$ cat config.mk
export PLATFORM = sky130hd
export DESIGN_NAME = qalu_dot4
export DESIGN_NICKNAME = d
export VERILOG_FILES = /design/src/design/quaternion_alu_defines.svh /design/src/design/qalu_pkg.sv /design/src/design/qalu_dot4.sv
export SDC_FILE = /design/constraint.sdc
export NUM_CORES = 2
export LEC_CHECK = 0
export ABC_AREA = 1
export BUFFER_PORTS_ARGS = -buffer_cell sky130_fd_sc_hd__buf_2
export CAP_MARGIN = 40
export CELL_PAD_IN_SITES_DETAIL_PLACEMENT = 0
export CELL_PAD_IN_SITES_GLOBAL_PLACEMENT = 1
export CORE_MARGIN = 4
export CORE_UTILIZATION = 35
export DETAILED_ROUTE_END_ITERATION = 6
export GPL_TIMING_DRIVEN = 0
export PLACE_DENSITY_LB_ADDON = 0.1
export SYNTH_ARGS = -nofsm -noshare
export SYNTH_HDL_FRONTEND = slang
export SYNTH_SLANG_ARGS = --single-unit
$ cat constraint.sdc
create_clock -name clk_i -period 7.4 [get_ports clk_i]
set_clock_uncertainty 0.1 [all_clocks]
set_input_delay 1.11 -clock clk_i [delete_from_list [all_inputs] [get_ports clk_i]]
set_output_delay 1.11 -clock clk_i [all_outputs]
set_load 0.02 [all_outputs]
$ cat src/design/quaternion_alu_defines.svh
// Assertion macros shared by the quaternion ALU RTL.
// Expects clk_i and rst_ni in the scope where a macro is used.
`ifndef QUATERNION_ALU_DEFINES_SVH
`define QUATERNION_ALU_DEFINES_SVH

// Clocked check, switched off while reset is held
`define QALU_ASSERT(lbl, prop, msg) \
  lbl: assert property (@(posedge clk_i) disable iff (!rst_ni) (prop)) else $error(msg);

// Clocked check that also holds across reset
`define QALU_ASSERT_ALWAYS(lbl, prop, msg) \
  lbl: assert property (@(posedge clk_i) (prop)) else $error(msg);

`endif

$ cat src/design/qalu_pkg.sv
// Package for the quaternion ALU: widths, request codes and stage structs.
// No dependencies.
`timescale 1ns / 1ps

package qalu_pkg;

  // Component format: signed Q2.14 in 16 bits
  localparam int CompW = 16;
  localparam int FracW = 14;
  localparam int ProdW = 2 * CompW;
  // Four products summed with sign, plus headroom
  localparam int SumW  = ProdW + 3;
  localparam int NormW = 33;
  localparam int Lanes = 4;

  typedef enum logic [2:0] {
    ReqProduct = 3'd0,
    ReqVector  = 3'd1,
    ReqScale   = 3'd2,
    ReqConj    = 3'd3,
    ReqNorm    = 3'd4,
    ReqEqual   = 3'd5
  } req_e;

  typedef logic [CompW-1:0] comp_t;
  typedef logic signed [SumW-1:0] sum_t;

  // Operand pairs of one dot-product lane; neg subtracts that product
  typedef struct packed {
    logic [3:0][CompW-1:0] a;
    logic [3:0][CompW-1:0] b;
    logic [3:0]            neg;
  } dot_ops_t;

  // Request info that travels alongside the arithmetic
  typedef struct packed {
    req_e op;
    logic eq;
  } side_t;

endpackage

$ cat src/design/qalu_dot4.sv
// One lane of four signed products and their signed sum, two register stages.
// Depends on qalu_pkg.
`timescale 1ns / 1ps

module qalu_dot4 (
  input  logic               clk_i,
  input  qalu_pkg::dot_ops_t ops_i,
  output qalu_pkg::sum_t     sum_o
);
  import qalu_pkg::*;

  logic signed [ProdW-1:0] prod_d [4];
  logic signed [ProdW-1:0] prod_q [4];
  logic [3:0]              neg_q;
  sum_t                    sum_d;
  sum_t                    sum_q;

  // Multiplier stage
  always_comb begin
    for (int k = 0; k < 4; k++) begin
      prod_d[k] = $signed(ops_i.a[k]) * $signed(ops_i.b[k]);
    end
  end

  always_ff @(posedge clk_i) begin
    prod_q <= prod_d;
    neg_q  <= ops_i.neg;
  end

  // Exact signed sum of the four products
  always_comb begin
    sum_d = '0;
    for (int k = 0; k < 4; k++) begin
      if (neg_q[k]) begin
        sum_d = sum_d - SumW'(prod_q[k]);
      end else begin
        sum_d = sum_d + SumW'(prod_q[k]);
      end
    end
  end

  always_ff @(posedge clk_i) begin
    sum_q <= sum_d;
  end

  assign sum_o = sum_q;

endmodule

==> results.toml <==
[global_routing]
grt.total_usage = 0.208
grt_pass1_wl_mm = 249
first_global_vias = 43048
grt_antenna_before_repair = 6
overflow = 0
grt_max_degree = 19

[worst_setup_path]
crit_path_max_fanout = 10
cp.arrival_ns = 7.37
critical_path_class = "in -> reg"
end_kind = "flop"
start_kind = "primary input"
rrSetupSlack_ns = 0.43
critPathRequiredTime_ns = 7.72

[logic_synthesis]
ys_ff_latch = 167
synth_flop_cell = "dfxtp_1"
ys_seq_area_frac = 0.0645
synth_area_sq_um = 51800
ys_types = 56
postSynthCellCount = 6563
syn_nets = 8181
async_flop_share = 0
yosys_warnings = 0
synth_edf_count = 0
syn_area_per_cell_sq_um = 7.90

[finish]
nets = 8304
diodes = 0
final_common_cell = "inv_1"
drive_gt1_frac = 0.0505
fin_util = 0.380
final_cell_mix = "1780 x inv_1, 1427 x nand2_1, 1051 x fa_1, 429 x ha_1, 280 x nor2_1"
areaGrowthSynthToFinish_pct = 7.37

[flow_run]
cap_violations = 0

[floorplan]
start_util = 0.354
pin_count = 168
fp.dieW_um = 393
die_y_um = 393
rows = 140
die_area_sq_um = 154000
coreArea_sq_um = 146000

[place]
port_buffers = 104
hpwl_mm = 136
gp_congestion = 0.866

[drt]
vias = 39851
dr.pass1.iters = 5
vias_per_cell = 4.63
drt_iter0_drc = 2015
wirelength_mm = 154
post-route-drc-count = 0
wire_per_inst_um = 17.9
ant_nets = 0

[timing]
hold_viol_final = 0
layout_min_cycle_time_ns = 7.05
setup_viol = 0
slew_viol_final = 0
relSlewSlack = 0.454
fmax_ghz = 0.142
period_share = 0.953
tightest_slew_ns = 0.819

[clock_tree]
cts_buffers = 17
clk_pin_slew_ns = 0.08
clk_latency_ns = 0.49
h-tree-depth = 4
clock_sinks = 167
tritoncts = "built"
cts-root-to-sink-buffers = 2
root_buffer = "clkbuf_16"
post_cts_hold_buffer_count = 0

[worst_hold_path]
hp-class = "reg -> reg"

[status]
status = "finished clean"
[sequential cells by signal, summed over array words and instances (netlist names)]
register / flops
neg_q: 4
prod_q: 128
sum_o: 35
[repair_timing]
| item | 4_1_cts | 5_1_grt |
|---|---|---|
| setup buffers | 0 | 4 |
| pin swaps | 0 | 10 |
| endpoints found under the hold margin | 0 | 0 |
| gates resized for setup | 8 | 113 |
| setup endpoints to repair | 17 | 26 |
[layout make-up]
type / instances / area, sq um
Sequential cell: 167 / 3350
Tap cell: 1917 / 2400
Multi-Input combinational cell: 4404 / 41300
Fill cell: 15614 / 90800
Clock buffer: 17 / 425
Timing Repair Buffer: 108 / 551
Buffer: 199 / 791
Inverter: 1789 / 6720
Clock inverter: 14 / 158
[metrics by stage]
stage / setup WS [ns] / TNS [ns] / cells / hold WS [ns] / area, sq um
3_5_place_dp: -0.525 / -7.88 / 8584 / 0.604 / 54800
3_3_place_gp: -0.637 / -10.89 / 8584 / 0.609 / 54800
4_1_cts: 0.0400 / 0 / 8614 / 0.575 / 55400
5_1_grt: -0.0152 / -0.0152 / 8615 / 0.589 / 55700
6_report: 0.347 / 0 / 8615 / 0.600 / 55700
2_1_floorplan: 0.778 / 0 / 6563 / 0.448 / 51800
[cells by family (layout without fill, tap and decap cells)]
group                    count (synthesis)  after routing  synth area share
AND/OR/NAND/NOR                       1993           1993             0.156
adder cells (fa/ha/maj)               1485           1485             0.511
flip-flops                             167            167            0.0645
XOR/XNOR                               366            366            0.0620
AO/OA/AOI/OAI                          560            560            0.0622
buffers and inverters                 1992           2127             0.144
[worst max-delay path, stage by stage]
cell and delay [ns]:
clkbuf_1 0.47, clkbuf_2 0.37, nand2_1 0.12, fa_1 0.54
inv_1 0.05, fa_1 0.48, inv_1 0.05, fa_1 0.50
inv_1 0.06, fa_1 0.54, inv_1 0.07, fa_1 0.48
inv_1 0.05, fa_1 0.48, ha_1 0.38, a21oi_1 0.18
a21boi_1 0.17, nand3_1 0.15, a21oi_1 0.25, inv_1 0.07
a21oi_1 0.38, inv_1 0.08, a21oi_1 0.17, xor2_1 0.14
[synthesized netlist by cell type, types with 3 or more instances]
cell type | number | area share
o21a_1 | 9 | 0.0013
nand2_2 | 6 | 0.00072
o21bai_1 | 22 | 0.0032
o2111ai_1 | 7 | 0.0012
nor3_2 | 8 | 0.0015
o31ai_1 | 10 | 0.0014
xor2_1 | 207 | 0.035
o211ai_1 | 12 | 0.0017
nor3_1 | 30 | 0.0029
nand3_1 | 111 | 0.011
o21ai_1 | 14 | 0.0014
o221ai_1 | 5 | 0.00084
o21ai_0 | 132 | 0.013
nand4_1 | 27 | 0.0033
nor2_1 | 284 | 0.021
ha_1 | 434 | 0.10
a21boi_1 | 4 | 0.00058
inv_2 | 7 | 0.00051
clkbuf_1 | 201 | 0.015
dfxtp_1 | 167 | 0.064
fa_1 | 1051 | 0.41
a21oi_1 | 260 | 0.025
xnor2_1 | 158 | 0.027
nor2_2 | 9 | 0.0011
a31oi_1 | 22 | 0.0027
a21boi_0 | 6 | 0.00087
nand3b_1 | 3 | 0.00043
inv_1 | 1780 | 0.13
a21oi_2 | 7 | 0.0012
nor4_1 | 16 | 0.0019
o21ai_2 | 5 | 0.00084
nand2_1 | 1427 | 0.10
or2_2 | 62 | 0.0075
a21o_1 | 31 | 0.0045
[final timing paths]
kind | start | to | cells after the start
setup / recovery | ops_i[78] | prod_q[127]$_DFF_P_ | 24
hold / removal | prod_q[0]$_DFF_P_ | sum_o[0]$_DFF_P_ | 2
setup reg to reg | neg_q[0]$_DFF_P_ | sum_o[28]$_DFF_P_ | 31
hold reg to reg | prod_q[0]$_DFF_P_ | sum_o[0]$_DFF_P_ | 2
[metal layers]
metal	up-vias	wire [um]	GRT usage
met1	19799	78100	0.312
met4	0	1210	0.0232
met2	612	70200	0.340
met5	-	0	0
met3	59	4600	0.0136
li1	19381	-	-
Power is not shown: default switching activity piles up to over one toggle a cycle in this logic, so the estimate is an artifact.
