--- config.mk ---
export PLATFORM = sky130hd
export DESIGN_NAME = qalu_operand
export DESIGN_NICKNAME = d
export VERILOG_FILES = /design/src/design/quaternion_alu_defines.svh /design/src/design/qalu_pkg.sv /design/src/design/qalu_operand.sv
export SDC_FILE = /design/constraint.sdc
export NUM_CORES = 1
export LEC_CHECK = 0
export ABC_AREA = 1
export BUFFER_PORTS_ARGS = -buffer_cell sky130_fd_sc_hd__buf_2
export CORE_AREA = 2 2 268 270
export CTS_CLUSTER_DIAMETER = 150
export CTS_CLUSTER_SIZE = 20
export DETAILED_ROUTE_END_ITERATION = 8
export DIE_AREA = 0 0 270 272
export HOLD_SLACK_MARGIN = 0.08
export SKIP_LAST_GASP = 1
export SLEW_MARGIN = 20
export SYNTH_ARGS = -nofsm -noshare
export SYNTH_HDL_FRONTEND = slang
export SYNTH_SLANG_ARGS = --single-unit
--- constraint.sdc ---
create_clock -name clk_i -period 1.4 [get_ports clk_i]
set_input_delay 0.07 -clock clk_i [delete_from_list [all_inputs] [get_ports clk_i]]
set_output_delay 0.07 -clock clk_i [all_outputs]
set_load 0.05 [all_outputs]
--- src/design/quaternion_alu_defines.svh ---
// Assertion macros shared by the quaternion ALU RTL.
// Expects clk_i and rst_ni in the scope where a macro is used.
`ifndef QUATERNION_ALU_DEFINES_SVH
`define QUATERNION_ALU_DEFINES_SVH

// Clocked check, switched off while reset is held
`define QALU_ASSERT(lbl, prop, msg) \
  lbl: assert property (@(posedge clk_i) disable iff (!rst_ni) (prop)) else $error(msg);

// Clocked check that also holds across reset
`define QALU_ASSERT_ALWAYS(lbl, prop, msg) \
  lbl: assert property (@(posedge clk_i) (prop)) else $error(msg);

`endif

--- src/design/qalu_pkg.sv ---
// Package for the quaternion ALU: widths, request codes and stage structs.
// No dependencies.
`timescale 1ns / 1ps

package qalu_pkg;

  // Component format: signed Q2.14 in 16 bits
  localparam int CompW = 16;
  localparam int FracW = 14;
  localparam int ProdW = 2 * CompW;
  // Four products summed with sign, plus headroom
  localparam int SumW  = ProdW + 3;
  localparam int NormW = 33;
  localparam int Lanes = 4;

  typedef enum logic [2:0] {
    ReqProduct = 3'd0,
    ReqVector  = 3'd1,
    ReqScale   = 3'd2,
    ReqConj    = 3'd3,
    ReqNorm    = 3'd4,
    ReqEqual   = 3'd5
  } req_e;

  typedef logic [CompW-1:0] comp_t;
  typedef logic signed [SumW-1:0] sum_t;

  // Operand pairs of one dot-product lane; neg subtracts that product
  typedef struct packed {
    logic [3:0][CompW-1:0] a;
    logic [3:0][CompW-1:0] b;
    logic [3:0]            neg;
  } dot_ops_t;

  // Request info that travels alongside the arithmetic
  typedef struct packed {
    req_e op;
    logic eq;
  } side_t;

endpackage

--- src/design/qalu_operand.sv ---
// Stage one of the quaternion ALU: routes components into four dot-product lanes.
// Depends on qalu_pkg.
`timescale 1ns / 1ps

module qalu_operand (
  input  logic                               clk_i,
  input  logic [2:0]                         req_type_i,
  input  logic [3:0][qalu_pkg::CompW-1:0]    left_i,
  input  logic [3:0][qalu_pkg::CompW-1:0]    right_i,
  input  logic [qalu_pkg::CompW-1:0]         scale_i,
  output qalu_pkg::dot_ops_t                 lanes_o [qalu_pkg::Lanes],
  output qalu_pkg::side_t                    side_o
);
  import qalu_pkg::*;

  // Plus and minus one in Q format, used to build the conjugate
  localparam comp_t QOne      = CompW'(2 ** FracW);
  localparam comp_t QMinusOne = CompW'(~QOne + 1'b1);
  localparam comp_t Zero      = '0;

  dot_ops_t lanes_d [Lanes];
  dot_ops_t lanes_q [Lanes];
  side_t    side_d;
  side_t    side_q;
  req_e     op;
  comp_t    bw;

  function automatic dot_ops_t mk(input comp_t a0, input comp_t b0, input comp_t a1,
                                  input comp_t b1, input comp_t a2, input comp_t b2,
                                  input comp_t a3, input comp_t b3, input logic [3:0] neg);
    dot_ops_t r;
    r.a   = {a3, a2, a1, a0};
    r.b   = {b3, b2, b1, b0};
    r.neg = neg;
    return r;
  endfunction

  assign op = req_e'(req_type_i);

  // Operand routing per request
  always_comb begin
    lanes_d = '{default: '0};
    bw      = (op == ReqVector) ? Zero : right_i[3];
    case (op)
      ReqProduct, ReqVector: begin
        lanes_d[0] = mk(left_i[0], bw, left_i[3], right_i[0],
                        left_i[1], right_i[2], left_i[2], right_i[1], 4'b1000);
        lanes_d[1] = mk(left_i[1], bw, left_i[3], right_i[1],
                        left_i[2], right_i[0], left_i[0], right_i[2], 4'b1000);
        lanes_d[2] = mk(left_i[2], bw, left_i[3], right_i[2],
                        left_i[0], right_i[1], left_i[1], right_i[0], 4'b1000);
        lanes_d[3] = mk(left_i[3], bw, left_i[0], right_i[0],
                        left_i[1], right_i[1], left_i[2], right_i[2], 4'b1110);
      end
      ReqScale: begin
        for (int i = 0; i < Lanes; i++) begin
          lanes_d[i] = mk(left_i[i], scale_i, Zero, Zero, Zero, Zero, Zero, Zero, 4'b0000);
        end
      end
      ReqConj: begin
        // Multiply by minus one so negation shares the saturating path
        for (int i = 0; i < Lanes - 1; i++) begin
          lanes_d[i] = mk(left_i[i], QMinusOne, Zero, Zero, Zero, Zero, Zero, Zero, 4'b0000);
        end
        lanes_d[3] = mk(left_i[3], QOne, Zero, Zero, Zero, Zero, Zero, Zero, 4'b0000);
      end
      ReqNorm: begin
        // Sum of squares runs in the w lane
        lanes_d[3] = mk(left_i[0], left_i[0], left_i[1], left_i[1],
                        left_i[2], left_i[2], left_i[3], left_i[3], 4'b0000);
      end
      default: begin
        lanes_d = '{default: '0};
      end
    endcase
  end

  // Equality is settled here and rides along
  always_comb begin
    side_d.op = op;
    side_d.eq = (op == ReqEqual) && (left_i == right_i);
  end

  always_ff @(posedge clk_i) begin
    lanes_q <= lanes_d;
    side_q  <= side_d;
  end

  assign lanes_o = lanes_q;
  assign side_o  = side_q;

endmodule

==> metrics.txt <==
status=completed; routability congestion estimate=0.804; Die Y=272 um; main combinational cell family by area after synthesis=buffers and inverters; Syn Area/Cell=9.18 sq um; core footprint=70800 sq um; clk buf depth=3; Max Cap Violations=0; Slew @ Worst Pin=0.631 ns; average wire per standard cell=19.1 um; Final WS setup=0.0334 ns; area of the die=73400 sq um; CTS Sinks=309; startpoint types=input port; Area growth, synth to finish=50.5%; vias per cell=3.62; P per Cell Area=1240 nW/um^2; Layout Cell Area excl Fill=16800 sq um; Synth Area in Compound Gates=9.07%; IO Pins=680; width of the die=270 um; DRC viols=0; unrepaired setup endpoints after global routing=yes; end-of-flow core utilization=23.7%; synth unique cells=24; setup TNS=0 ns; P_leak=0.00891 uW; sequential area share after synthesis=55.5%; worst hold path class=input port to register; router iterations before antenna repair=5; cell count after synthesis=1213; Syn Std Cell Area=11100 sq um; overall routing resource usage=14.0%; CP max FO=31; Starting DRT DRC Count=450; Peak VDD IR=0.875 mV; worst hold path startpoint=req_type_i[1]; Crit. End Element=register; final period utilization=97.6%; most common cell after layout, fill and taps aside=buf_2; Adder-Cell Fraction of Synth Area=0%; CTS buffer count=19; Hold Crit Endpoint=lanes_o[413]; routed wire length=54200 um; first-pass GRT wire length=72600 um; remaining antenna violation count=0; required time of the critical path=1.82 ns; Worst EP arrival=1.79 ns; commonest cells after routing, fill and taps aside=buf_2, dfxtp_1, nor2_1; initial antenna violation count=5; nets=2038; Max-slew headroom=57.9%; largest net degree at the start of global routing=49; WS Path Type=input port to register; port bufs=669; vias in the first global route=10200; Root Driver=clkbuf_16; TritonCTS clock tree=yes; layout cells sized above 1=43.3%; #FFs+latches synth=309; Fin. Hold Viols=0; hpwl dp=43700 um; post-placement setup slack=-0.205 ns; Slew Viols, Final=0; hold path cells=5; DP Area=14700 sq um; multiplexer area fraction after synthesis=0%; final setup fails=0; Hold WS=0.114 ns; Max Clk Rate=732 MHz; Synth Area in XOR/XNOR=2.36%; Reg clk slew, reported paths=0.09 ns; simple-gate share of the synthesized area=11.7%; # H-tree levels=1; Vias=10300; starting density of the core=15.7%; placement row count=98; GR Overflow Total=0; Ys Warns=0; Tmin final=1.37 ns
==> cells in the mapped netlist, drive strengths merged <==
cell    count  area [sq um]
nand2     128           480
clkbuf      7          26.3
xor2        5          43.8
o211ai      6          45.0
nand4       5          31.3
inv       128           480
xnor2      25           219
nor2      185           702
nor3        1          10.0
o21ai       4          20.0
o21bai      9          67.6
o22ai     115           782
o31ai       9          95.1
conb        1          3.75
dfxtp     309          6190
nand3      15          75.1
buf       261          1870
==> cells by family (layout without fill, tap and decap cells) <==
family,count (synthesis),count (layout)
buf+inv,396,1064
simple gates,334,334
flops,309,309
compound gates,143,143
xor+xnor,30,30
other cells,1,12
==> how the worst max path moves through the flow <==
stage                     slack, ns  depth (start not counted)          start           end
after floorplan                0.36                          1     lanes_o[2]  lanes_o[135]
after global placement        -0.18                         11     left_i[10]     side_o[0]
after detailed placement      -0.20                          9  req_type_i[2]     side_o[0]
after CTS                     -0.06                          1   lanes_o[454]  lanes_o[454]
after global routing          -0.02                         10     left_i[16]     side_o[0]
final                          0.03                          7  req_type_i[1]   lanes_o[93]
==> sequential cells by signal, indices dropped and copies added (netlist names) <==
register	flops
lanes_o	305
side_o	4
==> per-layer routing <==
layer	vias up	wire (um)	global-route usage, %
met1	4822	21100	15.7
met3	78	3310	2.79
met5	-	0	0
met2	480	27200	25.5
li1	4915	-	-
met4	0	2560	6.07
==> stage by stage <==
stage                     instances  power (uW)
after detailed placement       2671       14900
final                          2842       20800
after floorplan                1222       13400
after global routing           2841       21700
after global placement         2671       14900
after CTS                      2840       21100
==> layout make-up <==
cell class	instances	area, sq um
fillers	7747	54000
flip-flops and latches	309	6190
repair buffers	915	5710
multi-input cells	517	2660
well taps	950	1190
inverters	128	495
clock buffers	19	475
clock inverters	2	38.8
diodes	2	5.00
==> what timing repair did <==
item,4_1_cts,5_1_grt
resized for setup,14,19
pin swaps,0,0
endpoints found under the setup margin,16,13
hold endpoints to repair,307,0
buffers inserted,0,0
hold buffers,148,0
==> critical path: stages <==
cell	delay, ns
buf_2	0.11
dlygate4sd3_1	0.76
nor2_4	0.09
inv_8	0.27
buf_12	0.20
buf_4	0.17
o22ai_1	0.09
==> report_power, final <==
| group | switching, uW | leakage [uW] | total [uW] | internal [uW] |
|---|---|---|---|---|
| clock network | 3170 | 0.000253 | 5800 | 2630 |
| registers | 197 | 0.00255 | 9450 | 9250 |
| logic | 4120 | 0.00610 | 5540 | 1420 |
No activity file was read; power rests on OpenSTA's default activity.
