$ cat src/design/quaternion_alu_defines.svh
// Assertion macros shared by the quaternion ALU RTL.
// Expects clk_i and rst_ni in the scope where a macro is used.
`ifndef QUATERNION_ALU_DEFINES_SVH
`define QUATERNION_ALU_DEFINES_SVH

// Clocked check, switched off while reset is held
`define QALU_ASSERT(lbl, prop, msg) \
  lbl: assert property (@(posedge clk_i) disable iff (!rst_ni) (prop)) else $error(msg);

// Clocked check that also holds across reset
`define QALU_ASSERT_ALWAYS(lbl, prop, msg) \
  lbl: assert property (@(posedge clk_i) (prop)) else $error(msg);

`endif

$ cat src/design/qalu_pkg.sv
// Package for the quaternion ALU: widths, request codes and stage structs.
// No dependencies.
`timescale 1ns / 1ps

package qalu_pkg;

  // Component format: signed Q2.14 in 16 bits
  localparam int CompW = 16;
  localparam int FracW = 14;
  localparam int ProdW = 2 * CompW;
  // Four products summed with sign, plus headroom
  localparam int SumW  = ProdW + 3;
  localparam int NormW = 33;
  localparam int Lanes = 4;

  typedef enum logic [2:0] {
    ReqProduct = 3'd0,
    ReqVector  = 3'd1,
    ReqScale   = 3'd2,
    ReqConj    = 3'd3,
    ReqNorm    = 3'd4,
    ReqEqual   = 3'd5
  } req_e;

  typedef logic [CompW-1:0] comp_t;
  typedef logic signed [SumW-1:0] sum_t;

  // Operand pairs of one dot-product lane; neg subtracts that product
  typedef struct packed {
    logic [3:0][CompW-1:0] a;
    logic [3:0][CompW-1:0] b;
    logic [3:0]            neg;
  } dot_ops_t;

  // Request info that travels alongside the arithmetic
  typedef struct packed {
    req_e op;
    logic eq;
  } side_t;

endpackage

$ cat src/design/qalu_result.sv
// Final stage: fraction shift, saturation, field selection and output registers.
// Depends on qalu_pkg.
`timescale 1ns / 1ps

module qalu_result (
  input  logic                            clk_i,
  input  logic                            rst_ni,
  input  logic                            valid_i,
  input  qalu_pkg::side_t                 side_i,
  input  qalu_pkg::sum_t                  sum_i [qalu_pkg::Lanes],
  output logic                            done_o,
  output logic [3:0][qalu_pkg::CompW-1:0] comp_o,
  output logic [qalu_pkg::NormW-1:0]      norm_o,
  output logic                            eq_o,
  output logic                            ovf_o
);
  import qalu_pkg::*;

  localparam int ShW = SumW - FracW;
  localparam logic signed [ShW-1:0] ShMax = ShW'(2 ** (CompW - 1) - 1);
  localparam logic signed [ShW-1:0] ShMin = ~ShMax;
  localparam comp_t CompMax = {1'b0, {(CompW - 1){1'b1}}};
  localparam comp_t CompMin = {1'b1, {(CompW - 1){1'b0}}};

  logic [3:0][CompW-1:0] sat_val;
  logic [3:0]            sat_ovf;
  logic [3:0][CompW-1:0] comp_d, comp_q;
  logic [NormW-1:0]      norm_d, norm_q;
  logic                  eq_d, eq_q, ovf_d, ovf_q;
  logic                  done_q;

  // Floor shift, then clamp into the component range
  always_comb begin
    logic signed [ShW-1:0] sh;
    for (int i = 0; i < Lanes; i++) begin
      sh = ShW'(sum_i[i] >>> FracW);
      if (sh > ShMax) begin
        sat_val[i] = CompMax;
        sat_ovf[i] = 1'b1;
      end else if (sh < ShMin) begin
        sat_val[i] = CompMin;
        sat_ovf[i] = 1'b1;
      end else begin
        sat_val[i] = sh[CompW-1:0];
        sat_ovf[i] = 1'b0;
      end
    end
  end

  // Pick the fields that the request fills; the rest read zero
  always_comb begin
    comp_d = '0;
    norm_d = '0;
    eq_d   = 1'b0;
    ovf_d  = 1'b0;
    case (side_i.op)
      ReqProduct, ReqVector, ReqScale, ReqConj: begin
        comp_d = sat_val;
        ovf_d  = |sat_ovf;
      end
      ReqNorm: begin
        norm_d = sum_i[3][NormW-1:0];
      end
      ReqEqual: begin
        eq_d = side_i.eq;
      end
      default: begin
        comp_d = '0;
      end
    endcase
  end

  always_ff @(posedge clk_i or negedge rst_ni) begin
    if (!rst_ni) begin
      done_q <= 1'b0;
    end else begin
      done_q <= valid_i;
    end
  end

  always_ff @(posedge clk_i) begin
    comp_q <= comp_d;
    norm_q <= norm_d;
    eq_q   <= eq_d;
    ovf_q  <= ovf_d;
  end

  assign done_o = done_q;
  assign comp_o = comp_q;
  assign norm_o = norm_q;
  assign eq_o   = eq_q;
  assign ovf_o  = ovf_q;

endmodule

$ cat config.mk
export PLATFORM = sky130hd
export DESIGN_NAME = qalu_result
export DESIGN_NICKNAME = d
export VERILOG_FILES = /design/src/design/quaternion_alu_defines.svh /design/src/design/qalu_pkg.sv /design/src/design/qalu_result.sv
export SDC_FILE = /design/constraint.sdc
export NUM_CORES = 1
export LEC_CHECK = 0
export BUFFER_PORTS_ARGS = -buffer_cell sky130_fd_sc_hd__buf_2
export CELL_PAD_IN_SITES_DETAIL_PLACEMENT = 0
export CELL_PAD_IN_SITES_GLOBAL_PLACEMENT = 1
export CORE_MARGIN = 2
export CORE_UTILIZATION = 24
export DETAILED_ROUTE_END_ITERATION = 8
export GPL_ROUTABILITY_DRIVEN = 0
export PLACE_DENSITY_LB_ADDON = 0.1
export SLEW_MARGIN = 5
export SYNTH_ARGS = -nofsm -noshare
export SYNTH_HDL_FRONTEND = slang
export SYNTH_SLANG_ARGS = --single-unit
$ cat constraint.sdc
create_clock -name clk_i -period 0.8 [get_ports clk_i]
set_input_delay 0.12 -clock clk_i [delete_from_list [all_inputs] [get_ports clk_i]]
set_output_delay 0.12 -clock clk_i [all_outputs]
set_load 0.005 [all_outputs]
==> results_dict.tcl, run 1 <==
set metrics [dict create \
    synth_seq_cells 100 \
    ff_latch_area_um2 2040 \
    failed_checks "setup timing" \
    critPathLaunch "done_o$_DFF_PN0_" \
    synth_cell_type_count 29 \
    cp_top_family "flip-flops" \
    wl_per_cell_um 12.5 \
    layout-area-overhead-vs-synth_pct 90.6 \
    synth-edff-count 0 \
    antenna_cells 0 \
    min_period_over_period 1.17 \
    worst_pin_slew_ns 0.434 \
    worst_slack_ns -0.139 \
    cts.sinks 100 \
    postSynthCellCount 259 \
    p_leak_nw 2.71 \
    die-area_um2 13300 \
    syn_nets 406 \
    synthArstFlopShare 0.0100 \
    fin_nets 703 \
    cts.path.max_buffers 2 \
    grt_pass1_wl_um 13300 \
    cts_tree "built" \
    fin_crit_ns 0.939 \
    slowest_delay_ns 0.36 \
    vias 2863 \
    ys_warn_count 0 \
    row_count 40 \
    cp_max_fo 1 \
    first_pass_iters 4 \
    drc_errors 0 \
    synth.avg_cell_area_um2 11.5 \
    crit_arrival_ns 0.82 \
    wirelength_um 9090 \
    grt_setup_unrepaired "true" \
    synth-main-ff-cell "dfxtp_1" \
    htreeDepth 3 \
    hold_violations 0 \
    holdCritPathClass "input pin to flip-flop" \
    grt_pass1_vias 2782 \
    drtIter0Drc 121 \
    via_per_inst 3.93 \
    cp_num_cells 1 \
    multi_input_area_um2 1050 \
    numCtsBuffers 9 \
    clk_pin_slew_ns 0.06 \
    io_buffers 204 \
    crit_chain "buf_2" \
    pwr_density_cell_nw_per_um2 1860 \
    drive_above_1_share 0.493 \
    cp.required_ns 0.68 \
    grt_antenna_before_repair 0 \
    worstSetupStartpointType "flip-flop" \
    yosysSeqAreaShare 0.676 \
    critPathBufInv 1 \
    slew-limit-headroom 0.710 \
    critical-path-slowest-cell "dfrtp_1" \
    ant_nets 0 \
    crit_end "done_o" \
    io_pins 247 \
    crit_type "flip-flop to primary output" \
    clock.fmax_mhz 1070 \
    grt.overflow.total 0 \
    dpl.hpwl_um 6320 \
    fin_area_um2 5660 \
    grt_max_degree 34 \
    coreArea_um2 12100 \
    fillers 1179 \
    drv_slew 0 \
    vdd_drop_max_v 0.000972 \
    outcome "complete, but fails checks" \
    post_cts_buffers 0 \
    cts-root-buf "clkbuf_16" \
    syn_area_um2 2970 \
    final-setup-viol-count 116 \
    start_util 0.246 \
    max_cap_violations 0 \
    grt_usage 0.133 \
    post_dp_cell_area_um2 4450 \
    hold_slack_ns 0.0344 \
    cp-end-kind "primary output" \
    die_h_um 115 \
    die_w_um 115 \
]
area by class of cell:
cell class / count / area share
clock buffers: 12 / 0.0418
clock inverters: 3 / 0.00265
multi-input cells: 147 / 0.185
flip-flops and latches: 100 / 0.360
well taps: 168 / 0.0372
repair buffers: 298 / 0.373
flip-flops by register name, summed over array words and instances (netlist names):
register and flops:
done_o 1, comp_o 64, ovf_o 1, eq_o 1
norm_o 33
synth_stat cells (2+ instances only):
master | n | area share
and2_1 | 33 | 0.070
dfxtp_1 | 99 | 0.67
and3_1 | 3 | 0.0063
nand2_1 | 3 | 0.0038
nor2_2 | 2 | 0.0042
mux2i_1 | 2 | 0.0067
clkbuf_1 | 8 | 0.010
nand3_1 | 4 | 0.0067
nor2b_1 | 5 | 0.011
buf_2 | 2 | 0.0034
a21oi_1 | 4 | 0.0067
nor2_1 | 32 | 0.040
nor3_1 | 2 | 0.0034
o21a_1 | 45 | 0.11
layer usage:
metal / routed length [um] / part of all wire / up-vias / GRT usage
li1: - / - / 1447 / -
met1: 3820 / 0.42 / 1282 / 0.150
met2: 4290 / 0.47 / 121 / 0.219
met3: 772 / 0.085 / 13 / 0.0496
met4: 212 / 0.023 / 0 / 0.0707
met5: 0 / 0 / - / 0
worst min-delay path by stage:
| stage | startpoint | slack (ns) | endpoint | depth (start not counted) |
|---|---|---|---|---|
| 2_1_floorplan | rst_ni | -0.18 | done_o$_DFF_PN0_ | 0 |
| 3_3_place_gp | rst_ni | -0.11 | done_o$_DFF_PN0_ | 1 |
| 3_5_place_dp | rst_ni | -0.10 | done_o$_DFF_PN0_ | 1 |
| 4_1_cts | sum_i[30] | 0.01 | norm_o[30]$_SDFF_PP0_ | 2 |
| 5_1_grt | sum_i[30] | 0.02 | norm_o[30]$_SDFF_PP0_ | 2 |
| 6_report | sum_i[30] | 0.03 | norm_o[30]$_SDFF_PP0_ | 2 |
stage by stage:
stage / cells / setup WS, ns / power [mW] / util / TNS, ns
final: 728 / -0.139 / 10.5 / 0.469 / -9.06
after global routing: 728 / -0.188 / 11.1 / 0.469 / -12.90
after CTS: 728 / -0.152 / 10.7 / 0.457 / -10.86
after detailed placement: 637 / -0.505 / 6.45 / 0.369 / -25.20
after global placement: 637 / -0.490 / 6.44 / 0.369 / -23.96
after floorplan: 259 / -0.400 / 5.77 / - / -8.59
timing repair:
item | 4_1_cts | 5_1_grt
cloned | 0 | 0
hold buffers | 76 | 0
resized for setup | 11 | 38
endpoints found under the setup margin | 129 | 131
hold endpoints to repair | 80 | 0
cells by family after synthesis:
| logic type | synth area share |
|---|---|
| compound gates | 0.133 |
| buf+inv | 0.0198 |
| flops | 0.676 |
| mux | 0.00675 |
| simple gates | 0.164 |
cells in the final DEF, fill, tap and decap left out, drive strengths merged:
cell / n
nand4: 1
nor3: 2
or4: 1
and4b: 1
o21a: 45
dfrtp: 1
nand2b: 1
nor2b: 5
nand2: 3
dfxtp: 99
nand3: 4
clkinv: 3
and2: 33
mux2i: 2
buf: 222
nor2: 34
a41oi: 1
o21ai: 1
nor4: 1
nor3b: 1
and4: 1
o31ai: 1
a21oi: 5
dlygate4sd3: 76
and3: 3
a21o: 1
clkbuf: 12
power breakdown:
part / switching (mW) / internal (mW) / total, mW
combinational: 0.533 / 0.879 / 1.41
clock: 1.75 / 2.08 / 3.82
sequential: 0.0583 / 5.22 / 5.28
total: 2.34 / 8.18 / 10.5
Power figures use the tool's default switching activity.
==> run 2, diff against run 1 <==
PLACE_DENSITY = 0.78   (was default)
PLACE_DENSITY_LB_ADDON = default   (was 0.1)
SLEW_MARGIN = default   (was 5)
==> run 2 against run 1 <==
Against the previous run:
- the flow still finishes with violations (setup timing)
- non-clock buffer count decreased by 3
- largest cell class unchanged
- critical path depth unchanged
- global-route usage increased by 0.48 points
- critical endpoint unchanged
==> results_dict.tcl, run 2 (synthesized netlist as in run 1, its figures left out) <==
set metrics [dict create \
    antenna_cells 0 \
    layout-area-overhead-vs-synth_pct 93.3 \
    drv_slew 0 \
    pwr_density_cell_nw_per_um2 1950 \
    final_cell_mix "buf_2, dlygate4sd3_1, dfxtp_1" \
    slowest_delay_ns 0.38 \
    grt.overflow.total 0 \
    wl_per_cell_um 13.2 \
    p_leak_nw 2.74 \
    multi_input_area_um2 1040 \
    crit_type "flip-flop to primary output" \
    grt_antenna_before_repair 0 \
    io_buffers 204 \
    cts-root-buf "clkbuf_16" \
    cp_max_fo 1 \
    grt_max_degree 24 \
    dp_cells 637 \
    largest_reg_flops 64 \
    clock.fmax_mhz 1030 \
    min_from "sum_i[27]" \
    critical-path-slowest-cell "dfrtp_1" \
    min_period_over_period 1.21 \
    hold_violations 0 \
    critPathLaunch "done_o$_DFF_PN0_" \
    via_per_inst 4.00 \
    worstSetupStartpointType "flip-flop" \
    row_count 40 \
    final-setup-viol-count 116 \
    vdd_drop_max_v 0.00103 \
    numCtsBuffers 9 \
    die_h_um 115 \
    die_w_um 115 \
    grt_usage 0.138 \
    start_util 0.246 \
    ant_nets 0 \
    cts.sinks 100 \
    holdCritPathClass "input pin to flip-flop" \
    fin_nets 700 \
    outcome "complete, but fails checks" \
    dpl.hpwl_um 6460 \
    wirelength_um 9610 \
    grt_pass1_vias 3000 \
    met3_usage 0.0474 \
    clk_pin_slew_ns 0.06 \
    drive_above_1_share 0.516 \
    use_met1 0.138 \
    coreArea_um2 12100 \
    slew-limit-headroom 0.713 \
    grt_setup_unrepaired "true" \
    drtIter0Drc 84 \
    final_common_cell "buf_2" \
    grt_pass1_wl_um 13900 \
    failed_checks "setup timing" \
    top_usage_layer "met2" \
    cp_num_cells 1 \
    drc_errors 0 \
    fillers 1075 \
    vias 2903 \
    htreeDepth 3 \
    cts_tree "built" \
    crit_end "done_o" \
    first_pass_iters 4 \
    cp-end-kind "primary output" \
    cp.required_ns 0.68 \
    worst_pin_slew_ns 0.430 \
    critPathBufInv 1 \
    max_cap_violations 0 \
    worst_slack_ns -0.171 \
    io_pins 247 \
    final_cells 726 \
    fin_crit_ns 0.971 \
    cp_top_family "flip-flops" \
    ff_latch_area_um2 2050 \
    gr-usage-met2 0.258 \
    die-area_um2 13300 \
    crit_chain "buf_2" \
    crit_arrival_ns 0.85 \
    cts.path.max_buffers 2 \
    place_ws_ns -0.561 \
]
-- run 2: per-stage QoR --
stage	utilization	cell area (um2)	hold slack (ns)	setup TNS (ns)	power (mW)
2_1_floorplan	-	3110	-0.176	-8.59	5.77
3_3_place_gp	0.370	4460	-0.106	-25.34	6.43
3_5_place_dp	0.370	4460	-0.104	-27.12	6.45
4_1_cts	0.460	5550	0.000683	-11.37	11.3
5_1_grt	0.476	5740	0.0135	-13.44	11.7
6_report	0.476	5740	0.0206	-10.04	11.2
-- run 2: per-layer routing --
metal,wire length [um],part of all wire
met5,0,0
met4,184,0.019
met3,728,0.076
met2,5090,0.53
met1,3600,0.37
-- run 2: layout make-up --
cell class / count / share of cell area
timing repair buffer: 295 / 0.371
clock inverter: 3 / 0.00763
multi-input combinational: 147 / 0.181
clock buffer: 13 / 0.0471
tap: 168 / 0.0366
sequential: 100 / 0.357
-- run 2: power by group --
part	leakage, nW	internal, mW	total [mW]	switching [mW]
logic	1.74	0.885	1.43	0.546
clock network	0.156	2.68	4.47	1.79
registers	0.839	5.23	5.30	0.0737
-- run 2: repair_timing --
item | CTS | global route
hold buffers | 73 | 0
resized for setup | 15 | 49
endpoints found under the setup margin | 119 | 130
buffers inserted | 0 | 0
hold endpoints to repair | 82 | 0
-- run 2: worst min path at each step --
stage / endpoint / slack [ns] / cells past startpoint
finish: norm_o[27]$_SDFF_PP0_ / 0.02 / 2
global route: norm_o[27]$_SDFF_PP0_ / 0.01 / 2
CTS: comp_o[29]$_SDFF_PP0_ / 0.0007 / 2
global placement: done_o$_DFF_PN0_ / -0.11 / 1
floorplan: done_o$_DFF_PN0_ / -0.18 / 0
detailed placement: done_o$_DFF_PN0_ / -0.10 / 1
